==> src/rtl/i2r_pkg.sv <==
// Shared types, constants and numeral tables for the integer to Roman encoder.
// Used by i2r_ctrl, i2r_datapath and integer_to_roman_encoder_core; no dependencies.
package i2r_pkg;

	localparam int NUM_W      = 12;
	localparam int LETTER_W   = 7;
	localparam int DIG_W      = 4;
	localparam int POS_W      = 2;
	localparam int IDX_W      = 2;
	localparam int LEN_W      = 3;
	localparam int NUM_DIGITS = 4;
	localparam int WIDE_W     = NUM_W + 2;

	localparam logic [NUM_W-1:0] MAX_ROMAN = 12'd3999;

	localparam logic [WIDE_W-1:0] SCALE_TH = 14'd1000;
	localparam logic [WIDE_W-1:0] SCALE_HU = 14'd100;
	localparam logic [WIDE_W-1:0] SCALE_TE = 14'd10;

	localparam logic [POS_W-1:0] POS_TH = 2'd3;
	localparam logic [POS_W-1:0] POS_HU = 2'd2;
	localparam logic [POS_W-1:0] POS_TE = 2'd1;
	localparam logic [POS_W-1:0] POS_ON = 2'd0;

	localparam logic [LETTER_W-1:0] CH_M = 7'h4D;
	localparam logic [LETTER_W-1:0] CH_D = 7'h44;
	localparam logic [LETTER_W-1:0] CH_C = 7'h43;
	localparam logic [LETTER_W-1:0] CH_L = 7'h4C;
	localparam logic [LETTER_W-1:0] CH_X = 7'h58;
	localparam logic [LETTER_W-1:0] CH_V = 7'h56;
	localparam logic [LETTER_W-1:0] CH_I = 7'h49;

	typedef enum logic [1:0] {
		ST_OK    = 2'd0,
		ST_EMPTY = 2'd1,
		ST_RANGE = 2'd2
	} status_t;

	typedef enum logic [1:0] {
		SYM_ONE,
		SYM_FIVE,
		SYM_TEN
	} sym_t;

	typedef enum logic [2:0] {
		S_IDLE,
		S_SPLIT_TH,
		S_SPLIT_HU,
		S_SPLIT_TE,
		S_EMIT,
		S_FLAG
	} state_t;

	typedef struct packed {
		logic             load;
		logic             split;
		logic [POS_W-1:0] split_pos;
		logic             emit_step;
		logic             emit_flag;
	} cmd_t;

	typedef struct packed {
		logic is_zero;
		logic is_over;
		logic out_free;
		logic run_last;
	} sts_t;

	// decimal digit at a constant scale: count of thresholds k*scale that rem reaches
	function automatic logic [DIG_W-1:0] digit_of(logic [NUM_W-1:0] rem,
			logic [WIDE_W-1:0] scale);
		logic [DIG_W-1:0] d;
		d = '0;
		for (int k = 1; k <= 9; k++) begin
			if ({2'b00, rem} >= WIDE_W'(WIDE_W'(k) * scale))
				d = DIG_W'(k);
		end
		return d;
	endfunction

	function automatic logic [NUM_W-1:0] rem_after(logic [NUM_W-1:0] rem,
			logic [DIG_W-1:0] d, logic [WIDE_W-1:0] scale);
		logic [WIDE_W-1:0] diff;
		diff = {2'b00, rem} - WIDE_W'({{(WIDE_W-DIG_W){1'b0}}, d} * scale);
		return diff[NUM_W-1:0];
	endfunction

	function automatic logic [LEN_W-1:0] seq_len(logic [DIG_W-1:0] d);
		logic [LEN_W-1:0] n;
		unique case (d)
			4'd1, 4'd5:             n = 3'd1;
			4'd2, 4'd4, 4'd6, 4'd9: n = 3'd2;
			4'd3, 4'd7:             n = 3'd3;
			4'd8:                   n = 3'd4;
			default:                n = 3'd0;
		endcase
		return n;
	endfunction

	function automatic sym_t sym_at(logic [DIG_W-1:0] d, logic [IDX_W-1:0] idx);
		sym_t s;
		priority if (d == 4'd9)
			s = (idx == '0) ? SYM_ONE : SYM_TEN;
		else if (d >= 4'd5)
			s = (idx == '0) ? SYM_FIVE : SYM_ONE;
		else if (d == 4'd4)
			s = (idx == '0) ? SYM_ONE : SYM_FIVE;
		else
			s = SYM_ONE;
		return s;
	endfunction

	function automatic logic [LETTER_W-1:0] letter_of(logic [POS_W-1:0] pos, sym_t s);
		logic [LETTER_W-1:0] c;
		unique case (pos)
			POS_TH: c = CH_M;
			POS_HU: c = (s == SYM_ONE) ? CH_C : ((s == SYM_FIVE) ? CH_D : CH_M);
			POS_TE: c = (s == SYM_ONE) ? CH_X : ((s == SYM_FIVE) ? CH_L : CH_C);
			default: c = (s == SYM_ONE) ? CH_I : ((s == SYM_FIVE) ? CH_V : CH_X);
		endcase
		return c;
	endfunction

endpackage

==> src/rtl/i2r_datapath.sv <==
// Datapath: number register, decimal digit split, letter walk and output register.
// Depends on i2r_pkg; driven by i2r_ctrl through cmd_t, reports through sts_t.
module i2r_datapath import i2r_pkg::*; (
	input  logic                clk,
	input  logic                arst_n,
	input  cmd_t                cmd,
	output sts_t                sts,
	input  logic [NUM_W-1:0]    number,
	output logic [LETTER_W-1:0] letter,
	output status_t             status,
	output logic                last,
	output logic                out_valid,
	input  logic                out_ready
);

	logic [NUM_W-1:0]    rem_q;
	logic [DIG_W-1:0]    dig_q [NUM_DIGITS];
	logic [POS_W-1:0]    pos_q;
	logic [IDX_W-1:0]    idx_q;
	logic                out_valid_q;
	logic [LETTER_W-1:0] letter_q;
	status_t             status_q;
	logic                last_q;

	logic [DIG_W-1:0]      d_split;
	logic [NUM_W-1:0]      rem_split;
	logic [DIG_W-1:0]      ones_new;
	logic [NUM_DIGITS-1:0] nz_init;
	logic [POS_W-1:0]      init_pos;

	logic [DIG_W-1:0]      cur_dig;
	logic [LETTER_W-1:0]   cur_letter;
	logic                  digit_done;
	logic [NUM_DIGITS-1:0] nz;
	logic                  has_lower;
	logic [POS_W-1:0]      next_pos;

	always_comb begin
		unique case (cmd.split_pos)
			POS_TH: begin
				d_split   = digit_of(rem_q, SCALE_TH);
				rem_split = rem_after(rem_q, d_split, SCALE_TH);
			end
			POS_HU: begin
				d_split   = digit_of(rem_q, SCALE_HU);
				rem_split = rem_after(rem_q, d_split, SCALE_HU);
			end
			default: begin
				d_split   = digit_of(rem_q, SCALE_TE);
				rem_split = rem_after(rem_q, d_split, SCALE_TE);
			end
		endcase
	end

	assign ones_new = rem_split[DIG_W-1:0];
	assign nz_init  = {dig_q[3] != '0, dig_q[2] != '0, d_split != '0, ones_new != '0};

	// first letter comes from the highest nonzero digit
	always_comb begin
		priority if (nz_init[3])
			init_pos = POS_TH;
		else if (nz_init[2])
			init_pos = POS_HU;
		else if (nz_init[1])
			init_pos = POS_TE;
		else
			init_pos = POS_ON;
	end

	assign cur_dig    = dig_q[pos_q];
	assign cur_letter = letter_of(pos_q, sym_at(cur_dig, idx_q));
	assign digit_done = (LEN_W'(idx_q) + 3'd1) == seq_len(cur_dig);

	always_comb begin
		has_lower = 1'b0;
		next_pos  = POS_ON;
		for (int j = 0; j < NUM_DIGITS; j++) begin
			nz[j] = dig_q[j] != '0;
			if ((POS_W'(j) < pos_q) && nz[j]) begin
				has_lower = 1'b1;
				next_pos  = POS_W'(j);
			end
		end
	end

	always_ff @(posedge clk) begin
		if (cmd.load)
			rem_q <= number;
		if (cmd.split) begin
			rem_q              <= rem_split;
			dig_q[cmd.split_pos] <= d_split;
			if (cmd.split_pos == POS_TE) begin
				dig_q[POS_ON] <= ones_new;
				pos_q         <= init_pos;
				idx_q         <= '0;
			end
		end
		if (cmd.emit_step) begin
			letter_q <= cur_letter;
			status_q <= ST_OK;
			last_q   <= digit_done && !has_lower;
			if (digit_done) begin
				pos_q <= next_pos;
				idx_q <= '0;
			end else begin
				idx_q <= idx_q + 2'd1;
			end
		end
		if (cmd.emit_flag) begin
			letter_q <= '0;
			status_q <= (rem_q == '0) ? ST_EMPTY : ST_RANGE;
			last_q   <= 1'b1;
		end
	end

	always_ff @(posedge clk or negedge arst_n) begin
		if (!arst_n)
			out_valid_q <= 1'b0;
		else if (cmd.emit_step || cmd.emit_flag)
			out_valid_q <= 1'b1;
		else if (out_ready)
			out_valid_q <= 1'b0;
	end

	assign sts.is_zero  = rem_q == '0;
	assign sts.is_over  = rem_q > MAX_ROMAN;
	assign sts.out_free = !out_valid_q || out_ready;
	assign sts.run_last = digit_done && !has_lower;

	assign letter    = letter_q;
	assign status    = status_q;
	assign last      = last_q;
	assign out_valid = out_valid_q;

endmodule

==> src/rtl/i2r_ctrl.sv <==
// Controller: sequences load, then either three digit split steps and the letter walk
// or the single flag result. Depends on i2r_pkg; drives i2r_datapath.
module i2r_ctrl import i2r_pkg::*; (
	input  logic clk,
	input  logic arst_n,
	input  logic in_valid,
	output logic in_ready,
	input  sts_t sts,
	output cmd_t cmd
);

	state_t state_q;
	state_t state_next;

	always_ff @(posedge clk or negedge arst_n) begin
		if (!arst_n)
			state_q <= S_IDLE;
		else
			state_q <= state_next;
	end

	always_comb begin
		state_next = state_q;
		in_ready   = 1'b0;
		cmd        = '0;
		unique case (state_q)
			S_IDLE: begin
				in_ready = 1'b1;
				if (in_valid) begin
					cmd.load   = 1'b1;
					state_next = S_SPLIT_TH;
				end
			end
			S_SPLIT_TH: begin
				// zero and over-range inputs skip the split and give one flagged result
				if (sts.is_zero || sts.is_over) begin
					state_next = S_FLAG;
				end else begin
					cmd.split     = 1'b1;
					cmd.split_pos = POS_TH;
					state_next    = S_SPLIT_HU;
				end
			end
			S_SPLIT_HU: begin
				cmd.split     = 1'b1;
				cmd.split_pos = POS_HU;
				state_next    = S_SPLIT_TE;
			end
			S_SPLIT_TE: begin
				cmd.split     = 1'b1;
				cmd.split_pos = POS_TE;
				state_next    = S_EMIT;
			end
			S_EMIT: begin
				if (sts.out_free) begin
					cmd.emit_step = 1'b1;
					if (sts.run_last)
						state_next = S_IDLE;
				end
			end
			S_FLAG: begin
				if (sts.out_free) begin
					cmd.emit_flag = 1'b1;
					state_next    = S_IDLE;
				end
			end
			default: state_next = S_IDLE;
		endcase
	end

endmodule

==> src/rtl/integer_to_roman_encoder_core.sv <==
// Integer to Roman numeral encoder, one ASCII letter per output transaction.
// Each number passes the three-step digit split and the letter walk, or gives one flagged
// result for zero/over-range; the walk emits one letter per cycle while the output is free.
// A run is L = 1..15 letters; a new number is taken only once the run or flag is emitted.
// Reset: arst_n asynchronously returns the controller to idle and empties the output register.
// Depends on i2r_pkg, i2r_ctrl and i2r_datapath.
module integer_to_roman_encoder_core import i2r_pkg::*; (
	input  logic        clk,
	input  logic        arst_n,
	input  logic        s_axis_tvalid,
	output logic        s_axis_tready,
	input  logic [15:0] s_axis_tdata,  // [11:0] number
	output logic        m_axis_tvalid,
	input  logic        m_axis_tready,
	output logic [7:0]  m_axis_tdata,  // [6:0] letter
	output logic [1:0]  m_axis_tuser,  // [1:0] status
	output logic        m_axis_tlast
);

	cmd_t                cmd;
	sts_t                sts;
	logic [LETTER_W-1:0] letter;
	status_t             status;

	i2r_ctrl u_ctrl (
		.clk      (clk),
		.arst_n   (arst_n),
		.in_valid (s_axis_tvalid),
		.in_ready (s_axis_tready),
		.sts      (sts),
		.cmd      (cmd)
	);

	i2r_datapath u_datapath (
		.clk       (clk),
		.arst_n    (arst_n),
		.cmd       (cmd),
		.sts       (sts),
		.number    (s_axis_tdata[NUM_W-1:0]),
		.letter    (letter),
		.status    (status),
		.last      (m_axis_tlast),
		.out_valid (m_axis_tvalid),
		.out_ready (m_axis_tready)
	);

	assign m_axis_tdata = {1'b0, letter};
	assign m_axis_tuser = status;

	// one number at a time: no new input right after a transaction
	a_busy_after_accept: assert property (@(posedge clk) disable iff (!arst_n)
		s_axis_tvalid && s_axis_tready |=> !s_axis_tready)
		else $error("input accepted while previous number still in work");

	a_flag_single: assert property (@(posedge clk) disable iff (!arst_n)
		m_axis_tvalid && (m_axis_tuser != ST_OK) |-> m_axis_tlast && (m_axis_tdata == 8'd0))
		else $error("flagged result not single or letter nonzero");

	a_letter_legal: assert property (@(posedge clk) disable iff (!arst_n)
		m_axis_tvalid && (m_axis_tuser == ST_OK) |->
			(m_axis_tdata[6:0] == CH_M) || (m_axis_tdata[6:0] == CH_D) ||
			(m_axis_tdata[6:0] == CH_C) || (m_axis_tdata[6:0] == CH_L) ||
			(m_axis_tdata[6:0] == CH_X) || (m_axis_tdata[6:0] == CH_V) ||
			(m_axis_tdata[6:0] == CH_I))
		else $error("illegal numeral letter");

	a_walk_no_input: assert property (@(posedge clk) disable iff (!arst_n)
		cmd.emit_step |-> !s_axis_tready)
		else $error("letter walk while input side open");

endmodule

==> config.mk <==
export PLATFORM = sky130hd
export DESIGN_NAME = integer_to_roman_encoder_core
export DESIGN_NICKNAME = d
export VERILOG_FILES = /design/src/rtl/i2r_pkg.sv /design/src/rtl/i2r_datapath.sv /design/src/rtl/i2r_ctrl.sv /design/src/rtl/integer_to_roman_encoder_core.sv
export SDC_FILE = /design/constraint.sdc
export NUM_CORES = 1
export LEC_CHECK = 0
export ABC_CLOCK_PERIOD_IN_PS = 4660
export BUFFER_PORTS_ARGS = -buffer_cell sky130_fd_sc_hd__buf_2
export CAP_MARGIN = 15
export CORE_MARGIN = 5
export CORE_UTILIZATION = 30
export DETAILED_ROUTE_END_ITERATION = 10
export GPL_ROUTABILITY_DRIVEN = 0
export PLACE_DENSITY_LB_ADDON = 0.12
export SLEW_MARGIN = 40
export SYNTH_ARGS = -nofsm -noshare
export SYNTH_HDL_FRONTEND = slang
export SYNTH_SLANG_ARGS = --single-unit
==> constraint.sdc <==
create_clock -name clk -period 4.66 [get_ports clk]
set_input_delay 0.233 -clock clk [delete_from_list [all_inputs] [get_ports clk]]
set_output_delay 0.233 -clock clk [all_outputs]
set_load 0.02 [all_outputs]
==> run metrics, run 1 <==
status=completed; Setup TNS=0 ns; antenna violations before repair=0; slowest CP cell=edfxtp_1; antenna-violating nets left=0; vias in the first global route=slightly below 4000; synth warn=0; Cells after Synth=roughly 510; hold slack=0.187 ns; # diodes=0; clock tree buffer depth=2; Worst setup SP type=register; clk_lat worst skew=about 0.29 ns; TritonCTS clock tree=done; flops & latches, synth=45; largest net degree at the start of global routing=22; Post-synth EDFFs=32; router iterations before antenna repair=4; syn_area_per_cell=between 8 and 9 sq um; crit path time final=between 4 and 5 ns; synth cell count leaders=nor2_1, ha_1, inv_1; P&R area growth vs syn=11.8%; IO Pins=33; routed wire length=12800 um; clk root buf=clkbuf_16; core area=14600 sq um; Crit Path Category=reg2reg; HP Class=in2reg; Synth async-reset ratio=a little under 9%; CP required=roughly 4.7 ns; RSZ-0062 raised after global routing=no; setup slack, reg-to-reg=0.32 ns; fmax=about 230 MHz; Total GRT Usage=between 10 and 15%; slew margin rel.=roughly 52%; dpl hpwl=between 10000 and 15000 um; Remaining DRCs=0; ys flop type=edfxtp_1; H-Tree Depth=2; Fin Clk Skew=0.00607 ns; Mapped Area=between 4000 and 5000 sq um; Die Wd=132 um; CP Max Fanout=6; Seq/Total Area, Yosys=approximately 28%; Starting Density=30.7%; Synth area leaders=edfxtp_1, ha_1, nor2_1, dfxtp_1, xnor2_1; Buffers & Inverters on Critical Path=1; Final Hold Vio Count=0; crit end category=register; max_cap viols=0; via/cell ratio=~5.3; Final Max Tran Viols=0; total gr overflow=0; Synth top area share=21.4%; die height=between 100 and 150 um; global-route wire length before repair=21200 um; layout net count=around 600; port buffer count=26; Worst EP arrival=4.39 ns; Iter 0 DRT Violations=just under 200; Finish-stage setup viols=0; worst slew pin tran=approximately 0.71 ns; period utilisation layout=between 90% and 100%; FP Rows=44; vias=3814; Synth cell types=80; Die ar.=between 15000 and 20000 sq um; most used cell, CP=ha_1; cell-by-cell trace of the critical path=o311a_1 > mux4_2 > o21ai_1 > nand3_1 > ha_1 > ha_1 > inv_1 > fa_1 > ha_1 > nand2_1 > a2bb2oi_1 > nor2b_1 > xor2_1 > o221ai_1 > o22a_1; area leader, netlist=edfxtp_1; share of layout cells above drive strength 1=roughly 15%; CTS buffer count=5; average routed wire per standard cell=between 15 and 20 um; Clock Sinks=45; most frequent cell after synthesis=nor2_1; Clock transition at path regs=roughly 0.070 ns; slowest stage delay, CP=around 0.50 ns; Fillers=~1500; delay-heaviest family, CP=adder cells
registers in the layout, summed over array words and instances (netlist names):
register              flops
u_datapath.dig_q         16
u_datapath.rem_q         12
u_datapath.letter         6
u_ctrl.state_q            3
u_datapath.idx_q          2
u_datapath.pos_q          2
u_datapath.status         2
u_datapath.last           1
u_datapath.out_valid      1
per-stage QoR:
step | setup WS, ns | std cells | cell area (sq um) | utilization, %
floorplan | 0.506 | 511 | 4490 | -
global placement | 0.355 | 714 | 4850 | 33.2
detailed placement | 0.348 | 714 | 4850 | 33.2
CTS | 0.328 | 723 | 5010 | 34.3
global route | 0.109 | 723 | 5010 | 34.3
finish | 0.323 | 723 | 5010 | 34.3
final timing paths:
check	startpoint	to	cells past startpoint
worst max-delay path	u_datapath.rem_q[2]$_DFFE_PP_	u_datapath.rem_q[8]$_DFFE_PP_	15
worst min-delay path	s_axis_tvalid	u_ctrl.state_q[0]$_DFFE_PN0P_	3
worst max register to register	u_datapath.rem_q[2]$_DFFE_PP_	u_datapath.rem_q[8]$_DFFE_PP_	15
worst min register to register	u_datapath.letter[3]$_SDFFE_PP0P_	u_datapath.letter[3]$_SDFFE_PP0P_	2
max in group asynchronous	arst_n	u_datapath.out_valid$_DFFE_PN0P_	2
min in group asynchronous	arst_n	u_ctrl.state_q[1]$_DFFE_PN0P_	2
worst register-to-register path, delay by kind of cell (launching register included):
kind / cells / cell delay, ns
DFF: 1 / 0.50
AOI/OAI and AO/OA: 5 / 1.07
adders and majority gates: 4 / 1.29
and+or+nand+nor: 3 / 0.46
xor gates and xnor gates: 1 / 0.24
buffers and inverters: 1 / 0.07
muxes: 1 / 0.46
cells by family after synthesis:
kind of cell	share of synthesized area, %
and+or+nand+nor	18.6
AOI/OAI and AO/OA	21.5
buffers and inverters	6.98
adders and majority gates	15.1
DFF	27.7
xor gates and xnor gates	6.26
muxes	3.80
other	0.0837
per-layer routing:
metal / part of all wire [%] / global-route usage [%]
met5: 0 / 0
met4: 3.1 / 5.66
met3: 4.1 / 2.14
met2: 48 / 24.6
met1: 45 / 19.7
final cells by class:
type / count / area [sq um] / share of cell area, %
Inverter: 45 / 176 / 3.52
Timing Repair Buffer: 45 / 275 / 5.50
Multi-Input combinational cell: 396 / 2930 / 58.6
Clock inverter: 3 / 25.0 / 0.500
Sequential cell: 45 / 1240 / 24.8
Clock buffer: 5 / 125 / 2.50
Tap cell: 184 / 230 / 4.60
layout by cell type, fill, tap and decap left out, types with 4 or more instances in the layout:
cell type / netlist / final
a211o_1: 4 / 4
a21o_1: 13 / 13
a21oi_1: 29 / 29
a22oi_1: 5 / 5
a31oi_1: 8 / 8
and2_1: 5 / 5
and3_1: 7 / 7
buf_2: 6 / 26
buf_4: 5 / 18
clkbuf_16: 0 / 5
dfrtp_1: 4 / 4
dfxtp_1: 9 / 9
edfxtp_1: 32 / 32
fa_1: 7 / 7
ha_1: 42 / 42
inv_1: 42 / 42
nand2_1: 34 / 34
nand2b_1: 9 / 9
nand3_1: 6 / 6
nor2_1: 49 / 49
nor2b_1: 5 / 5
nor3_1: 14 / 14
nor4_1: 4 / 4
o21ai_0: 29 / 29
o22ai_1: 4 / 4
or2_2: 5 / 5
or3_1: 6 / 6
xnor2_1: 19 / 19
xor2_1: 13 / 13
what timing repair did:
action,4_1_cts,5_1_grt
setup buffers,0,0
endpoints found under the setup margin,0,0
hold buffers,1,0
gates resized for setup,0,0
hold endpoints to repair,4,0
Power of run 1 is not shown: default switching activity piles up to over one toggle a cycle in this logic, so the estimate is an artifact.
==> run 2: changes to the inputs <==
--- a/config.mk
+++ b/config.mk
@@ -5,7 +5,7 @@
 export SDC_FILE = /design/constraint.sdc
 export NUM_CORES = 1
 export LEC_CHECK = 0
-export ABC_CLOCK_PERIOD_IN_PS = 4660
+export ABC_CLOCK_PERIOD_IN_PS = 5460
 export BUFFER_PORTS_ARGS = -buffer_cell sky130_fd_sc_hd__buf_2
 export CAP_MARGIN = 15
 export CORE_MARGIN = 5
==> constraint.sdc (replaced) <==
create_clock -name clk -period 5.46 [get_ports clk]
set_input_delay 0.273 -clock clk [delete_from_list [all_inputs] [get_ports clk]]
set_output_delay 0.273 -clock clk [all_outputs]
set_load 0.02 [all_outputs]
==> run metrics, run 2 (synthesis results as in run 1) <==
Setup TNS=0 ns (unchanged); FF-to-FF End=u_datapath.rem_q[9]$_DFFE_PP_; CP required=5.48 ns (+0.77 ns); Fin Clk Skew=0.00740 ns (+0.00133 ns); die height=132 um (unchanged); Worst setup SP type=register; most common cell after layout, fill and taps aside=nor2_1; vias=3729 (-2.2%); IO Pins=33 (unchanged); status=completed; worst slew pin tran=0.840 ns (+0.126 ns); Starting Density=30.7% (unchanged); post-CTS sizing=0 (unchanged); min setup slack post-route=0.627 ns (+0.304 ns); Finish-stage setup viols=0 (unchanged); vias in the first global route=3694 (-5.3%); max_cap viols=0 (unchanged); global-route wire length before repair=20400 um (-3.5%); commonest non-fill, non-tap cells in the layout=nor2_1, inv_1, ha_1; core area=14600 sq um (unchanged); total gr overflow=0 (unchanged); Die ar.=17500 sq um (unchanged); Final Max Tran Viols=0 (unchanged); P&R area growth vs syn=9.47%; slew margin rel.=44.0% (-7.8 points); routed wire length=12300 um (-4.0%); Largest Register=u_datapath.dig_q; antenna-violating nets left=0 (unchanged); hold slack=0.249 ns (+0.0613 ns); fin util=33.6% (-0.70 points); share of layout cells above drive strength 1=12.7% (-2.3 points); H-Tree Depth=2 (unchanged); TritonCTS clock tree=done; clock tree buffer depth=2 (unchanged); Iter 0 DRT Violations=267 (+35%); CP Max Fanout=23 (+17); largest net degree at the start of global routing=24 (+9.1%); layout net count=595 (-2.0%); max reg flops=16 (unchanged); Fillers=1512 (-0.59%); setup slack, reg-to-reg=0.63 ns (+0.30 ns); average routed wire per standard cell=17.2 um (-2.4%); clk root buf=clkbuf_16; antenna violations before repair=0 (unchanged); port buffer count=26 (unchanged); # diodes=0 (unchanged); clk_lat worst skew=0.28 ns (about the same); via/cell ratio=5.24 (-0.58%); crit path time final=4.83 ns (+0.496 ns); pre-CTS setup slack=0.666 ns (+0.318 ns); depth of the most critical reg-to-reg path=16 (+1); Clock transition at path regs=0.06 ns (about the same); CP startpoint=u_datapath.rem_q[5]$_DFFE_PP_; period utilisation layout=88.5% (-4.5 points); CTS buffer count=5 (unchanged); RSZ-0062 raised after global routing=no; Remaining DRCs=0 (unchanged); Worst EP arrival=4.85 ns (+0.46 ns); FP Rows=44 (unchanged); router iterations before antenna repair=6 (+2); crit end category=register; Die Wd=132 um (unchanged); reg2reg start=u_datapath.rem_q[5]$_DFFE_PP_; fmax=207 MHz (-10%); Clock Sinks=45 (unchanged); HP Class=in2reg; Total GRT Usage=14.3% (-0.62 points); Worst Setup EP=u_datapath.rem_q[9]$_DFFE_PP_; Crit Path Category=reg2reg; dpl hpwl=9710 um (-4.9%); Final Hold Vio Count=0 (unchanged)
run 2: per-layer routing:
layer  vias to the layer above  track usage, %  share of wire (%)
li1                       1878               -                  -
met3                         6            1.76                3.6
met1                      1768            19.7                 47
met2                        77            24.4                 49
met4                         0            2.15               0.55
met5                         -               0                  0
run 2: metrics by stage:
stage                     std cells  area (sq um)
after floorplan                 511          4490
after global placement          702          4760
after detailed placement        702          4760
after CTS                       711          4900
after global routing            711          4900
final                           711          4900
run 2: layout make-up:
class / instances / area, sq um / area share (%)
timing repair buffer: 33 / 185 / 3.78
inverter: 45 / 176 / 3.60
tap: 184 / 230 / 4.69
sequential: 45 / 1240 / 25.3
clock buffer: 7 / 133 / 2.70
clock inverter: 1 / 5.00 / 0.102
multi-input combinational: 396 / 2930 / 59.8
run 2: worst min-delay path by stage:
stage | depth (start not counted) | to | from
finish | 3 | u_ctrl.state_q[0]$_DFFE_PN0P_ | s_axis_tvalid
global route | 3 | u_ctrl.state_q[0]$_DFFE_PN0P_ | s_axis_tvalid
detailed placement | 1 | u_ctrl.state_q[0]$_DFFE_PN0P_ | arst_n
floorplan | 0 | u_ctrl.state_q[0]$_DFFE_PN0P_ | arst_n
global placement | 1 | u_datapath.out_valid$_DFFE_PN0P_ | arst_n
CTS | 3 | u_ctrl.state_q[0]$_DFFE_PN0P_ | s_axis_tvalid
run 2: critical path, stage by stage (launching register included):
cell	delay, ns
edfxtp_1	0.74
inv_1	0.33
o21bai_1	0.11
mux4_2	0.47
o21ai_1	0.18
nand3_1	0.20
ha_1	0.34
ha_1	0.22
inv_1	0.07
fa_1	0.41
ha_1	0.34
or2_2	0.29
a21oi_1	0.16
a31oi_1	0.09
xor2_1	0.19
a22oi_1	0.28
o21ai_0	0.13
run 2: what timing repair did:
action | CTS | global route
setup buffers | 0 | 0
hold buffers | 1 | 0
hold endpoints to repair | 4 | 0
Power of run 2 is left out for the same reason.
==> run 3: changes to the inputs <==
--- a/config.mk
+++ b/config.mk
@@ -5,7 +5,7 @@
 export SDC_FILE = /design/constraint.sdc
 export NUM_CORES = 1
 export LEC_CHECK = 0
-export ABC_CLOCK_PERIOD_IN_PS = 5460
+export ABC_CLOCK_PERIOD_IN_PS = 6100
 export BUFFER_PORTS_ARGS = -buffer_cell sky130_fd_sc_hd__buf_2
 export CAP_MARGIN = 15
 export CORE_MARGIN = 5
==> constraint.sdc (replaced) <==
create_clock -name clk -period 6.1 [get_ports clk]
set_input_delay 0.305 -clock clk [delete_from_list [all_inputs] [get_ports clk]]
set_output_delay 0.305 -clock clk [all_outputs]
set_load 0.02 [all_outputs]
==> run metrics, run 3 (synthesis results as in run 1) <==
status=completed; slowest stage delay, CP=0.72 ns (-0.02 ns); Largest Register=u_datapath.dig_q; Total GRT Usage=14.1% (-0.19 points); cell-by-cell trace of the critical path=o311a_1 > mux4_2 > o21ai_1 > nand3_1 > ha_1 > ha_1 > inv_1 > fa_1 > ha_1 > or2_2 > a21oi_1 > a31oi_1 > xor2_1 > a22oi_1 > o21ai_0; clk root buf=clkbuf_16; clk_lat worst skew=0.28 ns (about the same); core area=14600 sq um (unchanged); HP Class=in2reg; Fin Clk Skew=0.00806 ns (+0.000655 ns); vias=3716 (-0.35%); max_cap viols=0 (unchanged); via/cell ratio=5.25 (about the same); vias in the first global route=3725 (+0.84%); Clock Sinks=45 (unchanged); hold endpoint=u_ctrl.state_q[0]$_DFFE_PN0P_; CP Max Fanout=21 (-8.7%); Worst setup SP type=register; H-Tree Depth=2 (unchanged); TritonCTS clock tree=done; slew margin rel.=47.3% (+3.2 points); routed wire length=12200 um (-0.72%); period utilisation layout=78.7% (-9.8 points); reg2reg start=u_datapath.rem_q[4]$_DFFE_PP_; Die Wd=132 um (unchanged); CTS buffer count=5 (unchanged); layout net count=592 (-0.50%); RSZ-0062 raised after global routing=no; dpl hpwl=9550 um (-1.7%); register area=1240 sq um (unchanged); Iter 0 DRT Violations=208 (-22%); clock tree buffer depth=2 (unchanged); max reg flops=16 (unchanged); Starting Density=30.7% (unchanged); average routed wire per standard cell=17.2 um (-0.30%); worst slew pin tran=0.783 ns (-0.0568 ns); total gr overflow=0 (unchanged); Finish-stage setup viols=0 (unchanged); hold_sp=s_axis_tvalid; most common cell after layout, fill and taps aside=nor2_1; global-route wire length before repair=20200 um (-1.4%); multi-input logic area=2930 sq um (unchanged); post-CTS sizing=0 (unchanged); Final Max Tran Viols=0 (unchanged); Remaining DRCs=0 (unchanged); fmax=208 MHz (+0.70%); commonest non-fill, non-tap cells in the layout=nor2_1, inv_1, ha_1; FF-to-FF End=u_datapath.rem_q[9]$_DFFE_PP_; depth of the most critical reg-to-reg path=15 (-1); slowest CP cell=edfxtp_1; FP Rows=44 (unchanged); largest net degree at the start of global routing=24 (unchanged); Final Hold Vio Count=0 (unchanged); router iterations before antenna repair=5 (-1); die height=132 um (unchanged); antenna violations before repair=0 (unchanged); Fillers=1548 (+2.4%); port buffer count=26 (unchanged); Crit Path Category=reg2reg; hold slack=0.298 ns (+0.0493 ns); share of layout cells above drive strength 1=12.2% (-0.50 points); IO Pins=33 (unchanged); antenna-violating nets left=0 (unchanged); setup slack, reg-to-reg=1.30 ns (+0.67 ns); Die ar.=17500 sq um (unchanged); Worst Hold Depth=3 (unchanged); Worst EP arrival=4.83 ns (-0.02 ns); Post-CTS Setup Bufs=0 (unchanged); Clock transition at path regs=0.07 ns (about the same); P&R area growth vs syn=9.13%; # diodes=0 (unchanged); crit path time final=4.80 ns (-0.0334 ns); Setup TNS=0 ns (unchanged); CP required=6.13 ns (+0.65 ns); crit end category=register; most used cell, CP=ha_1
-- run 3: cell count changes in the layout (fill, tap and decap cells not counted), sizes merged --
cell,delta
buf,-3
clkinv,+2
clkbuf,-2
-- run 3: layout make-up --
cell class	instances	share of cell area, %
clock buffers	5	2.56
repair buffers	30	3.48
inverters	45	3.61
multi-input cells	396	60.0
clock inverters	3	0.256
flip-flops and latches	45	25.4
well taps	184	4.71
-- run 3: through the flow --
step,worst slack [ns],util [%],instances,cell area (sq um)
CTS,1.27,33.4,707,4880
finish,1.30,33.5,708,4890
global route,1.01,33.5,708,4890
floorplan,1.95,-,511,4490
global placement,1.22,32.3,697,4720
detailed placement,1.29,32.4,698,4730
-- run 3: worst max path at each step --
| stage | from | end | cells after the start |
|---|---|---|---|
| floorplan | u_datapath.rem_q[4]$_DFFE_PP_ | u_datapath.rem_q[11]$_DFFE_PP_ | 16 |
| global placement | u_datapath.rem_q[6]$_DFFE_PP_ | u_datapath.rem_q[8]$_DFFE_PP_ | 15 |
| detailed placement | u_datapath.rem_q[5]$_DFFE_PP_ | u_datapath.rem_q[11]$_DFFE_PP_ | 16 |
| CTS | u_datapath.rem_q[5]$_DFFE_PP_ | u_datapath.rem_q[11]$_DFFE_PP_ | 16 |
| global route | u_datapath.rem_q[5]$_DFFE_PP_ | u_datapath.rem_q[8]$_DFFE_PP_ | 17 |
| finish | u_datapath.rem_q[4]$_DFFE_PP_ | u_datapath.rem_q[9]$_DFFE_PP_ | 15 |
-- run 3: repair_timing --
action,4_1_cts,5_1_grt
endpoints found under the setup margin,0,0
hold endpoints to repair,4,0
hold buffers,1,0
-- run 3: metal layers --
metal	vias to the layer above	GRT usage (%)	wire length, um
li1	1874	-	-
met1	1760	18.6	5690
met2	73	24.8	5900
met3	9	1.95	467
met4	0	2.49	121
met5	-	0	0
-- run 3: worst max-delay path, delay by kind of cell (launching register included) --
family	cells	cell delay (ns)
XOR/XNOR	1	0.19
multiplexers	1	0.46
AO/OA/AOI/OAI	6	1.27
AND/OR/NAND/NOR	2	0.50
flip-flops	1	0.72
adder cells (fa/ha/maj)	4	1.33
buffers and inverters	1	0.07
Power of run 3 is left out for the same reason.
